`config.mk`:
```
export PLATFORM = sky130hd
export DESIGN_NAME = bethc_ctrl
export DESIGN_NICKNAME = d
export VERILOG_FILES = /design/src/sv/bethc_pkg.sv /design/src/sv/bethc_ctrl.sv
export SDC_FILE = /design/constraint.sdc
export NUM_CORES = 1
export LEC_CHECK = 0
export BUFFER_PORTS_ARGS = -buffer_cell sky130_fd_sc_hd__buf_4
export CAP_MARGIN = 20
export CORE_AREA = 2 2 39 41
export CTS_CLUSTER_DIAMETER = 30
export DETAILED_ROUTE_END_ITERATION = 8
export DIE_AREA = 0 0 41 43
export GPL_ROUTABILITY_DRIVEN = 0
export SLEW_MARGIN = 20
export SYNTH_ARGS = -nofsm -noshare
export SYNTH_HDL_FRONTEND = slang
export SYNTH_SLANG_ARGS = --single-unit
```
`constraint.sdc`:
```
create_clock -name clk -period 1.6 [get_ports clk]
set_input_delay 0.32 -clock clk [delete_from_list [all_inputs] [get_ports clk]]
set_output_delay 0.32 -clock clk [all_outputs]
set_load 0.005 [all_outputs]
```
`src/sv/bethc_pkg.sv`:
```
// ----------------------------------------------------------------------------
// bethc_pkg
// Types, widths and codes shared by the classifier modules.
// ----------------------------------------------------------------------------
`default_nettype none

package bethc_pkg;

    localparam int MAX_INTERVALS = 6;
    localparam int THR_W         = 16;
    localparam int ELAPSED_W     = 17;
    localparam int IDX_W         = 3;
    localparam int CFG_IDX_W     = 3;
    localparam int CFG_DATA_W    = 16;

    localparam logic [CFG_IDX_W-1:0] CFG_TOGGLE_MODE      = 3'd0;
    localparam logic [CFG_IDX_W-1:0] CFG_INTERVAL_COUNT   = 3'd1;
    localparam logic [CFG_IDX_W-1:0] CFG_HOLD_THRESHOLD_0 = 3'd2;

    typedef enum logic [1:0] {
        EV_SET      = 2'd0,
        EV_CLEAR    = 2'd1,
        EV_TOGGLE   = 2'd2,
        EV_INTERVAL = 2'd3
    } event_kind_t;

    typedef enum logic [1:0] {
        TM_RISING  = 2'd0,
        TM_FALLING = 2'd1,
        TM_BOTH    = 2'd2,
        TM_RELEASE = 2'd3
    } toggle_mode_t;

    // controller -> datapath
    typedef struct packed {
        logic capture;
        logic edge_update;
        logic accumulate;
        logic emit_toggle;
        logic emit_interval;
    } bethc_cmd_t;

    // datapath -> controller
    typedef struct packed {
        logic level_change;
        logic held_high;
        logic toggle;
        logic hit;
        logic hit_next;
    } bethc_status_t;

endpackage

`default_nettype wire

```
`src/sv/bethc_ctrl.sv`:
```
// ----------------------------------------------------------------------------
// bethc_ctrl
// Sequencer: takes one sample, steps through its events, owns output valid.
// ----------------------------------------------------------------------------
`default_nettype none

module bethc_ctrl import bethc_pkg::*; (
    input  wire logic          clk,
    input  wire logic          rst_n,
    input  wire logic          in_valid,
    output logic               in_ready,
    output logic               out_valid,
    input  wire logic          out_ready,
    input  wire bethc_status_t status,
    output bethc_cmd_t         cmd
);

    typedef enum logic [3:0] {
        S_IDLE   = 4'b0001,
        S_PROC   = 4'b0010,
        S_TOGGLE = 4'b0100,
        S_SCAN   = 4'b1000
    } state_t;

    state_t state_reg;
    state_t state_next;
    logic   out_valid_reg;
    logic   out_valid_next;
    logic   out_free;
    logic   load;

    assign out_free = !out_valid_reg || out_ready;

    always_comb
    begin
        cmd        = '0;
        state_next = state_reg;
        in_ready   = 1'b0;
        case (state_reg)
            S_IDLE:
            begin
                in_ready = 1'b1;
                if (in_valid)
                begin
                    cmd.capture = 1'b1;
                    state_next  = S_PROC;
                end
            end
            S_PROC:
            begin
                if (status.level_change)
                begin
                    if (out_free)
                    begin
                        cmd.edge_update = 1'b1;
                        state_next      = status.toggle ? S_TOGGLE : S_IDLE;
                    end
                end
                else if (status.held_high)
                begin
                    cmd.accumulate = 1'b1;
                    state_next     = S_SCAN;
                end
                else
                begin
                    state_next = S_IDLE;
                end
            end
            S_TOGGLE:
            begin
                if (out_free)
                begin
                    cmd.emit_toggle = 1'b1;
                    state_next      = S_IDLE;
                end
            end
            S_SCAN:
            begin
                // one threshold per cycle while the output is free
                if (!status.hit)
                begin
                    state_next = S_IDLE;
                end
                else if (out_free)
                begin
                    cmd.emit_interval = 1'b1;
                    if (!status.hit_next)
                        state_next = S_IDLE;
                end
            end
            default:
            begin
                state_next = S_IDLE;
            end
        endcase
    end

    assign load = cmd.edge_update || cmd.emit_toggle || cmd.emit_interval;

    always_comb
    begin
        out_valid_next = out_valid_reg;
        if (load)
            out_valid_next = 1'b1;
        else if (out_ready)
            out_valid_next = 1'b0;
    end

    always_ff @(posedge clk or negedge rst_n)
    begin
        if (!rst_n)
        begin
            state_reg     <= S_IDLE;
            out_valid_reg <= 1'b0;
        end
        else
        begin
            state_reg     <= state_next;
            out_valid_reg <= out_valid_next;
        end
    end

    assign out_valid = out_valid_reg;

endmodule

`default_nettype wire

```
==> flow_summary.toml <==
[sta]
fin_crit_ps = 1634
tightest_slew_ps = 220.3
period_share_pct = 102.1
hold_viol = 0
fin_setup_tns_ps = -34.32
rsz0062_at_grt = "true"
skew_ps = 8.877
maxSlewViolCount = 0
timing.fmax_ghz = 0.6119
setup_ws_ps = -34.32
max-slew-margin-rel_pct = 85.28
setup_violations = 1

[cts]
path_clk_slew_ps = 40
clock_path_buffers = 2
clock-root-buffer = "clkbuf_4"
htreeDepth = 1
clock_sinks = 5
clkLatencyLatePin_ps = 250
numCtsBuffers = 3
cts_tree = "yes"

[logic_synthesis]
synth_compound_gate_area_share_pct = 12.69
synth_top_flop_cell = "dfrtp_1"
synth.avg_cell_area_um2 = 8.561
synth_most_common_cell = "nor2_1"
synthAdderAreaFrac_pct = 0
syn_inst = 38
synth.area.top_cells = "dfrtp_1, dfstp_2, nor2_1"
synth_top_area_cell = "dfrtp_1"
syn_nets = 47
synth_cell_types = 19
synth_common_cells = "nor2_1, dfrtp_1, nand2_1, nand3_1, nor2b_1"
muxShareOfSynthArea_pct = 0
netlist_area_um2 = 325.3
yosysWarnings = 0
synth_top_family_by_area = "simple AND/OR/NAND/NOR gates"
seq_area_frac_synth_pct = 38.85
async_flop_share_pct = 100.0
synth-seq-cells = 5
synth_top_area_share_pct = 30.77
synth_simple_gate_area_share_pct = 46.92
synth-xor-area-share_pct = 0
synth_edf_count = 0

[critical_path]
worstPathMaxFanout = 2
startpoint_type = "flip-flop"
endpoint_kind = "primary output"
ff2ff_path_depth = 4
cp_data_required_time_ps = 1280
timing.rr.start = "state_reg[0]$_DFFE_PN1P_"
regToRegSetupSlack_ps = 350
cp.arrival_ps = 1310
regToRegEndpoint = "state_reg[0]$_DFFE_PN1P_"
critPathKind = "reg -> out"

[placement]
io_buffers = 15
dp_hpwl_um = 660.1
dp.cells = 69

[flow_run]
drv_cap = 0

[floorplan]
fp.dieW_um = 41
fp-row-count = 14
dieArea_mm2 = 0.001763
coreArea_mm2 = 0.001384
die_h_um = 43
io_pins = 16
initial_utilization_pct = 23.51

[run_status]
violations = "negative setup slack"
status = "complete, but fails checks"

[detailed_routing]
dr.pass1.iters = 4
vias = 366
drt-vias-per-instance = 4.692
wl_per_cell_um = 11.69
drtAntennaViolNets = 0
detail_route.iter0.violations = 3
drc = 0
wirelength_um = 912

[min_path]
holdPathEnd = "state_reg[2]$_DFFE_PN0P_"
hold_class = "in -> reg"
min_from = "status[2]"
whs_path_depth = 3

[power_and_ir_drop]
internal_power_mw = 0.3393
seqPwrFrac_pct = 36.6
leakagePower_nw = 0.2619
p_comb_share_pct = 31.5
sw_frac_of_total_pct = 29.79
switchingPower_mw = 0.1440
p_total_mw = 0.4833
clkPwrFrac_pct = 32.0
peakVddDrop_v = 0.0004354
powerDensity_mw_per_mm2 = 910.9

[finish]
antenna_cells = 0
nFillCells = 141
layout.nets = 72
largest_reg_flops = 4
finalNonFillerCells = 78
area_growth_pct = 63.08
layout-drive-gt1-share_pct = 45.16

[global_routing]
grt_pass1_wl_um = 1469
grt_max_degree = 10
grt_overflow = 0
grt_pass1_vias = 358
antenna_found_initial = 0
grt_use_total_pct = 13.60
layout make-up:
cell class / instances / area (um^2) / share of cell area (%)
Clock buffer: 4 / 26.28 / 4.953
Tap cell: 16 / 20.02 / 3.774
Timing Repair Buffer: 21 / 160.2 / 30.19
Sequential cell: 5 / 127.6 / 24.06
Multi-Input combinational cell: 32 / 196.4 / 37.03
worst max-delay path, stage by stage (launching register included):
cell and delay, ps:
dfrtp_1 390, or2_4 260, nor3b_2 180, and2_1 150, buf_4 100
cells by family after synthesis:
| kind of cell | Yosys count |
|---|---|
| AND/OR/NAND/NOR | 25 |
| AO/OA/AOI/OAI | 7 |
| flip-flops | 5 |
| buffers and inverters | 1 |
cells in the final DEF, fill, tap and decap left out:
cell           instances
and2_1                 1
o2111ai_1              1
nand3b_1               2
dlygate4sd3_1          1
clkbuf_1               1
nor3b_2                1
o21ai_0                2
nor2_1                 6
clkbuf_4               3
nand2_1                3
dfrtp_2                1
buf_4                 20
and4b_1                1
or2_4                  1
a21oi_1                2
nand3_1                3
nor2b_1                3
and3b_1                2
o21ai_1                1
dfstp_2                1
nand4bb_1              1
nor2_2                 1
dfrtp_1                3
o211ai_1               1
repair_timing:
action / CTS / global route
pin swaps: 3 / 1
cloned: 0 / 0
buffers inserted: 4 / 0
hold buffers: 1 / 0
gates resized for setup: 0 / 2
endpoints found under the setup margin: 3 / 4
endpoints found under the hold margin: 4 / 0
per-stage QoR:
step	instance area (um^2)	utilization (%)	worst slack [ps]	hold slack, ps
after detailed placement	460.4	33.27	149.6	128.7
after global placement	460.4	33.27	177.8	124.6
final	530.5	38.34	-34.32	375.7
after global routing	530.5	38.34	-82.52	370.5
after CTS	526.8	38.07	-41.26	369.3
after floorplan	325.3	-	251.6	24.41
routing by layer:
| metal | global-route usage, % | vias up | routed length, um |
|---|---|---|---|
| met5 | 0 | - | 0 |
| met4 | 8.000 | 0 | 22 |
| met3 | 9.424 | 4 | 85 |
| met2 | 19.38 | 22 | 405 |
| met1 | 13.96 | 157 | 398 |
| li1 | - | 183 | - |
power groups by stage:
stage	Clock, mW	Sequential (mW)	Combinational [mW]
2_1_floorplan	0	0.170	0.0775
3_3_place_gp	0	0.180	0.139
3_5_place_dp	0	0.178	0.141
4_1_cts	0.164	0.175	0.153
5_1_grt	0.176	0.182	0.169
6_report	0.154	0.177	0.152
worst max-delay path by stage:
stage | startpoint | to | slack (ps)
3_5_place_dp | state_reg[3]$_DFFE_PN0P_ | cmd[4] | 150
6_report | state_reg[2]$_DFFE_PN0P_ | cmd[4] | -30
3_3_place_gp | state_reg[3]$_DFFE_PN0P_ | cmd[4] | 180
5_1_grt | state_reg[2]$_DFFE_PN0P_ | cmd[4] | -80
4_1_cts | state_reg[2]$_DFFE_PN0P_ | cmd[4] | -40
2_1_floorplan | state_reg[3]$_DFFE_PN0P_ | cmd[4] | 250
Note: power is estimated with default switching activity, not from simulation.
