[src/sv/bethc_pkg.sv]
// ----------------------------------------------------------------------------
// bethc_pkg
// Types, widths and codes shared by the classifier modules.
// ----------------------------------------------------------------------------
`default_nettype none

package bethc_pkg;

    localparam int MAX_INTERVALS = 6;
    localparam int THR_W         = 16;
    localparam int ELAPSED_W     = 17;
    localparam int IDX_W         = 3;
    localparam int CFG_IDX_W     = 3;
    localparam int CFG_DATA_W    = 16;

    localparam logic [CFG_IDX_W-1:0] CFG_TOGGLE_MODE      = 3'd0;
    localparam logic [CFG_IDX_W-1:0] CFG_INTERVAL_COUNT   = 3'd1;
    localparam logic [CFG_IDX_W-1:0] CFG_HOLD_THRESHOLD_0 = 3'd2;

    typedef enum logic [1:0] {
        EV_SET      = 2'd0,
        EV_CLEAR    = 2'd1,
        EV_TOGGLE   = 2'd2,
        EV_INTERVAL = 2'd3
    } event_kind_t;

    typedef enum logic [1:0] {
        TM_RISING  = 2'd0,
        TM_FALLING = 2'd1,
        TM_BOTH    = 2'd2,
        TM_RELEASE = 2'd3
    } toggle_mode_t;

    // controller -> datapath
    typedef struct packed {
        logic capture;
        logic edge_update;
        logic accumulate;
        logic emit_toggle;
        logic emit_interval;
    } bethc_cmd_t;

    // datapath -> controller
    typedef struct packed {
        logic level_change;
        logic held_high;
        logic toggle;
        logic hit;
        logic hit_next;
    } bethc_status_t;

endpackage

`default_nettype wire

[src/sv/bethc_datapath.sv]
// ----------------------------------------------------------------------------
// bethc_datapath
// Configuration, level and hold timer state, threshold compares, output
// payload register.
// ----------------------------------------------------------------------------
`default_nettype none

module bethc_datapath import bethc_pkg::*; (
    input  wire logic                  clk,
    input  wire logic                  rst_n,
    input  wire logic                  cfg_we,
    input  wire logic [CFG_IDX_W-1:0]  cfg_index,
    input  wire logic [CFG_DATA_W-1:0] cfg_data,
    input  wire logic                  item_level,
    input  wire logic [THR_W-1:0]      item_delta,
    input  wire bethc_cmd_t            cmd,
    output bethc_status_t              status,
    output logic [1:0]                 event_kind,
    output logic [IDX_W-1:0]           interval_number,
    output logic                       last_event
);

    toggle_mode_t         mode_reg;
    logic [IDX_W-1:0]     count_reg;
    logic [THR_W-1:0]     thr_reg [MAX_INTERVALS];

    logic                 level_reg;
    logic [THR_W-1:0]     delta_reg;

    logic                 held_reg;
    logic                 held_next;
    logic [ELAPSED_W-1:0] elapsed_reg;
    logic [ELAPSED_W-1:0] elapsed_next;
    logic [IDX_W-1:0]     nti_reg;
    logic [IDX_W-1:0]     nti_next;
    logic                 pending_reg;
    logic                 pending_next;

    event_kind_t          kind_reg;
    logic [IDX_W-1:0]     num_reg;
    logic                 last_reg;

    logic [IDX_W-1:0]     used_cnt;
    logic [IDX_W:0]       nti_inc;
    logic [ELAPSED_W:0]   sum;
    logic [MAX_INTERVALS-1:0] over;
    logic                 over_cur;
    logic                 over_nxt;
    logic [IDX_W-1:0]     thr_sel;

    assign used_cnt = (count_reg > IDX_W'(MAX_INTERVALS)) ? IDX_W'(MAX_INTERVALS) : count_reg;
    assign nti_inc  = {1'b0, nti_reg} + 1'b1;
    assign sum      = {1'b0, elapsed_reg} + (ELAPSED_W+1)'(delta_reg);
    assign thr_sel  = cfg_index - CFG_HOLD_THRESHOLD_0;

    // each threshold has its own compare against the elapsed count
    always_comb
    begin
        over     = '0;
        over_cur = 1'b0;
        over_nxt = 1'b0;
        for (int k = 0; k < MAX_INTERVALS; k++)
        begin
            over[k] = {1'b0, thr_reg[k]} < elapsed_reg;
            if (nti_reg == IDX_W'(k))
                over_cur = over[k];
            if (nti_inc == (IDX_W+1)'(k))
                over_nxt = over[k];
        end
    end

    always_comb
    begin
        status.level_change = level_reg != held_reg;
        status.held_high    = held_reg;
        status.hit          = pending_reg && (nti_reg < used_cnt) && over_cur;
        status.hit_next     = (nti_inc < {1'b0, used_cnt}) && over_nxt;
        case (mode_reg)
            TM_RISING:  status.toggle = level_reg;
            TM_FALLING: status.toggle = !level_reg;
            TM_BOTH:    status.toggle = 1'b1;
            TM_RELEASE: status.toggle = !(level_reg && (used_cnt != '0)) && (nti_reg == '0);
            default:    status.toggle = 1'b0;
        endcase
    end

    always_comb
    begin
        held_next    = held_reg;
        elapsed_next = elapsed_reg;
        nti_next     = nti_reg;
        pending_next = pending_reg;
        if (cmd.edge_update)
        begin
            held_next = level_reg;
            // restart the hold timer on a press
            if (level_reg && (used_cnt != '0))
            begin
                elapsed_next = '0;
                nti_next     = '0;
                pending_next = 1'b1;
            end
        end
        if (cmd.accumulate)
            elapsed_next = sum[ELAPSED_W] ? '1 : sum[ELAPSED_W-1:0];
        if (cmd.emit_interval)
        begin
            nti_next = nti_inc[IDX_W-1:0];
            if (nti_inc >= {1'b0, used_cnt})
                pending_next = 1'b0;
        end
    end

    always_ff @(posedge clk or negedge rst_n)
    begin
        if (!rst_n)
        begin
            mode_reg    <= TM_RISING;
            count_reg   <= '0;
            for (int k = 0; k < MAX_INTERVALS; k++)
                thr_reg[k] <= '0;
            held_reg    <= 1'b0;
            elapsed_reg <= '0;
            nti_reg     <= '0;
            pending_reg <= 1'b0;
        end
        else
        begin
            if (cfg_we)
            begin
                case (cfg_index)
                    CFG_TOGGLE_MODE:    mode_reg  <= toggle_mode_t'(cfg_data[1:0]);
                    CFG_INTERVAL_COUNT: count_reg <= cfg_data[IDX_W-1:0];
                    default:            thr_reg[thr_sel] <= cfg_data[THR_W-1:0];
                endcase
            end
            held_reg    <= held_next;
            elapsed_reg <= elapsed_next;
            nti_reg     <= nti_next;
            pending_reg <= pending_next;
        end
    end

    // sample and payload registers
    always_ff @(posedge clk)
    begin
        if (cmd.capture)
        begin
            level_reg <= item_level;
            delta_reg <= item_delta;
        end
        if (cmd.edge_update)
        begin
            kind_reg <= level_reg ? EV_SET : EV_CLEAR;
            num_reg  <= '0;
            last_reg <= !status.toggle;
        end
        else if (cmd.emit_toggle)
        begin
            kind_reg <= EV_TOGGLE;
            num_reg  <= '0;
            last_reg <= 1'b1;
        end
        else if (cmd.emit_interval)
        begin
            kind_reg <= EV_INTERVAL;
            num_reg  <= nti_reg;
            last_reg <= !status.hit_next;
        end
    end

    assign event_kind      = kind_reg;
    assign interval_number = num_reg;
    assign last_event      = last_reg;

endmodule

`default_nettype wire

[config.mk]
export PLATFORM = sky130hd
export DESIGN_NAME = bethc_datapath
export DESIGN_NICKNAME = d
export VERILOG_FILES = /design/src/sv/bethc_pkg.sv /design/src/sv/bethc_datapath.sv
export SDC_FILE = /design/constraint.sdc
export NUM_CORES = 1
export LEC_CHECK = 0
export BUFFER_PORTS_ARGS = -buffer_cell sky130_fd_sc_hd__buf_2
export CAP_MARGIN = 10
export CORE_ASPECT_RATIO = 0.5
export CORE_MARGIN = 2
export CORE_UTILIZATION = 43
export DETAILED_ROUTE_END_ITERATION = 8
export PLACE_DENSITY = 0.74
export SLEW_MARGIN = 20
export SYNTH_ARGS = -nofsm -noshare
export SYNTH_HDL_FRONTEND = slang
export SYNTH_SLANG_ARGS = --single-unit
export TNS_END_PERCENT = 30
[constraint.sdc]
create_clock -name clk -period 2.4 [get_ports clk]
set_clock_uncertainty 0.05 [all_clocks]
set_input_delay 0.12 -clock clk [delete_from_list [all_inputs] [get_ports clk]]
set_output_delay 0.12 -clock clk [all_outputs]
set_load 0.02 [all_outputs]
==> flow_summary.toml <==
[power_and_ir_drop]
p_leak_nw = 5.18
switching_power_w = 0.00574
p_int_w = 0.00858
power_w = 0.0143
powerDensity_mw_per_mm2 = 1220
power_frac_clock_pct = 18.9
comb_power_share_pct = 56.5
seqPwrFrac_pct = 24.7
swShare_pct = 40.1
ir_drop_uv = 716

[synthesis]
synth.yosys.warnings = 0
synth_edf_count = 20
syn_nets = 933
syn_inst = 769
synth_compound_area_share_pct = 13.0
synthSimpleGateAreaFrac_pct = 9.24
synth_top_family_by_area = "adder cells"
synthXorXnorAreaFrac_pct = 1.31
synth_area_mm2 = 0.00868
async_reset_ff_share_pct = 84.2
avgSynthCellArea_um2 = 11.3
ys_types = 60
ys_ff_latch = 146
ys_seq_area_share_pct = 43.1
synth_fa_ha_area_share_pct = 17.4
synth.area.mux_share_pct = 13.4
synthFlopType = "dfrtp_1"

[global_routing]
grt_overflow = 0
first_global_vias = 7336
track_usage_pct = 22.9
grt_antenna_before_repair = 0
grt_max_degree = 57
grt_pass1_wl_um = 37800

[placed_design]
io_buffers = 54
post-dp-hpwl_um = 16700
place_congestion = 0.911
placed_cells = 1162

[worst_setup_path]
cp_cell_sequence = "inv_2 > buf_4 > ha_4 > nand4_1 > a21oi_2 > a211oi_2 > a2111oi_2 > buf_4 > a22o_1 > a221oi_2 > buf_4"
crit_family = "compound AO/OA/AOI/OAI gates"
critPathMaxStageDelay_ps = 430
worstSetupStartpoint = "elapsed_reg[12]$_DFFE_PN0P_"
start_kind = "register"
required_ps = 2230
crit_type = "reg2out"
worst-path-max-fanout = 4
cpMaxStageDelayCell = "dfrtp_1"
critPathArrivalTime_ps = 2820
critPathCaptureType = "output pin"
crit_top_cell = "buf_4"
rr_startpoint = "elapsed_reg[8]$_DFFE_PN0P_"
critPathBufInv = 4

[floorplan]
io_pins = 55
initial_core_util_pct = 44.2
die_h_um = 104
die_area_mm2 = 0.0214
core_region_area_mm2 = 0.0196
die_x_um = 205
rows = 36

[detailed_routing]
wl_per_cell_um = 19.6
vias = 7090
postRouteAntennaNets = 0
post-route-drc-count = 0
drtIter0Drc = 581
via_per_inst = 5.71
wirelength_um = 24300
firstDrtPassIters = 5

[clock_network]
clock_latency_ps = 430
cts_tree = "built"
clockRootBuffer = "clkbuf_16"
clk_pin_slew_worst_paths_ps = 60
cts_buffers = 17
cts.path.max_buffers = 2
htreeDepth = 4
cts_sinks = 146

[cells_and_area]
utilization_pct = 59.5
largest_register_ffs = 96
layout.cells.non_filler = 1242
drive_gt1_share_pct = 41.7
final_common_cell = "dfrtp_1"
multiInputGateArea_mm2 = 0.00540
nNetsFinal = 1127
area_growth_pct = 34.7
most-common-layout-cells = "dfrtp_1 (120), buf_4 (106), mux2_2 (100)"
antenna_cells = 0
seqCellArea_mm2 = 0.00374
fillCellCount = 1507

[outcome]
status = "complete, but fails checks"
violations = "negative setup slack"

[sta]
setup_slack_ps = -587
finalCritPeriodShare_pct = 124
tightest_slew_ps = 672
holdWs_ps = 8.77
tns_ps = -1810
slew_headroom_pct = 55.2
rsz0062_at_grt = "true"
period_needed_ps = 2990
final_max_slew_viol_count = 0
hold_violations = 0
fmax_ghz = 0.335
setup_viol = 10

[job]
max-cap-violations = 0

[min_path]
min_path_type = "in2reg"
hp-start = "cfg_data[2]"
## per-stage QoR
step / area, um^2 / setup WS, ps
after floorplan: 8730 / -4.66
after global placement: 10000 / -492
after detailed placement: 10000 / -452
after CTS: 11400 / -542
after global routing: 11700 / -690
final: 11700 / -587
## worst reg2reg max path, delay by kind of cell, from the launching register on
family                     cells  cell delay [ps]
DFF                            1              360
AOI/OAI and AO/OA              5             1350
buffers and inverters          3              360
and+or+nand+nor                1               90
adders and majority gates      1              320
## final cells by class
cell class | count | area share [%]
repair buffers | 200 | 12.9
clock buffers | 18 | 3.76
well taps | 266 | 2.85
inverters | 32 | 1.05
multi-input cells | 566 | 46.2
flip-flops and latches | 146 | 32.0
clock inverters | 14 | 1.28
## synthesized netlist by cell type (3+ instances only)
library cell / n / area, um^2
dfrtp_1: 123 / 3080
ha_1: 119 / 1490
mux2_2: 100 / 1130
a21oi_1: 56 / 280
o21ai_0: 36 / 180
inv_1: 32 / 120
nand2_1: 32 / 120
nor2_1: 28 / 105
clkbuf_1: 23 / 86.3
edfxtp_1: 20 / 601
nand3_1: 19 / 95.1
a31oi_1: 14 / 87.6
a21o_1: 13 / 97.6
nand4_1: 13 / 81.3
nor3_1: 13 / 65.1
a211oi_1: 11 / 82.6
nand2b_1: 10 / 62.6
nor2b_1: 9 / 56.3
xor2_1: 7 / 61.3
xnor2_1: 6 / 52.6
a2111oi_0: 5 / 43.8
nand4b_1: 5 / 43.8
o2111ai_1: 5 / 43.8
o21a_1: 5 / 37.5
o21bai_1: 5 / 37.5
mux2i_1: 4 / 40.0
nand3b_1: 4 / 30.0
nor3b_1: 4 / 30.0
o31ai_1: 4 / 30.0
a21boi_0: 3 / 22.5
a22o_1: 3 / 26.3
dfxtp_1: 3 / 60.1
## cells by family (layout without fill, tap and decap cells)
logic type,after synthesis,count (layout)
adder cells (fa/ha/maj),120,120
multiplexers,104,104
XOR/XNOR,13,13
AND/OR/NAND/NOR,152,152
flip-flops,146,146
buffers and inverters,57,264
AO/OA/AOI/OAI,177,177
## final timing paths
path	slack (ps)	cells after the start	endpoint
worst max-delay path	-590	11	status[1]
worst min-delay path	9	2	thr_reg[66]$_DFFE_PN0P_
worst max register to register	-400	10	last_event$_DFFE_PP_
worst min register to register	460	1	thr_reg[18]$_DFFE_PN0P_
max in group asynchronous	1640	3	thr_reg[63]$_DFFE_PN0P_
min in group asynchronous	60	2	elapsed_reg[4]$_DFFE_PN0P_
## timing repair
| item | 4_1_cts | 5_1_grt |
|---|---|---|
| pin swaps | 29 | 28 |
| setup buffers | 10 | 6 |
| hold buffers | 35 | 0 |
| gates cloned | 0 | 0 |
| setup endpoints to repair | 11 | 20 |
| endpoints found under the hold margin | 219 | 0 |
| resized for setup | 79 | 54 |
## power groups by stage
stage	sequential [W]	clock (W)	combinational, W
final	0.00353	0.00270	0.00808
after floorplan	0.00345	0	0.00383
after global routing	0.00359	0.00285	0.00875
after CTS	0.00351	0.00273	0.00728
after global placement	0.00349	0	0.00612
after detailed placement	0.00352	0	0.00638
## metal layers
layer / share of wire, % / global-route usage [%] / wire length [um] / up-vias
met1: 43 / 29.2 / 10500 / 3520
met2: 48 / 37.7 / 11600 / 238
li1: - / - / - / 3267
met4: 3.2 / 8.79 / 767 / 0
met3: 6.0 / 5.64 / 1470 / 65
met5: 0 / 0 / 0 / -
Note: power is estimated with default switching activity, not from simulation.
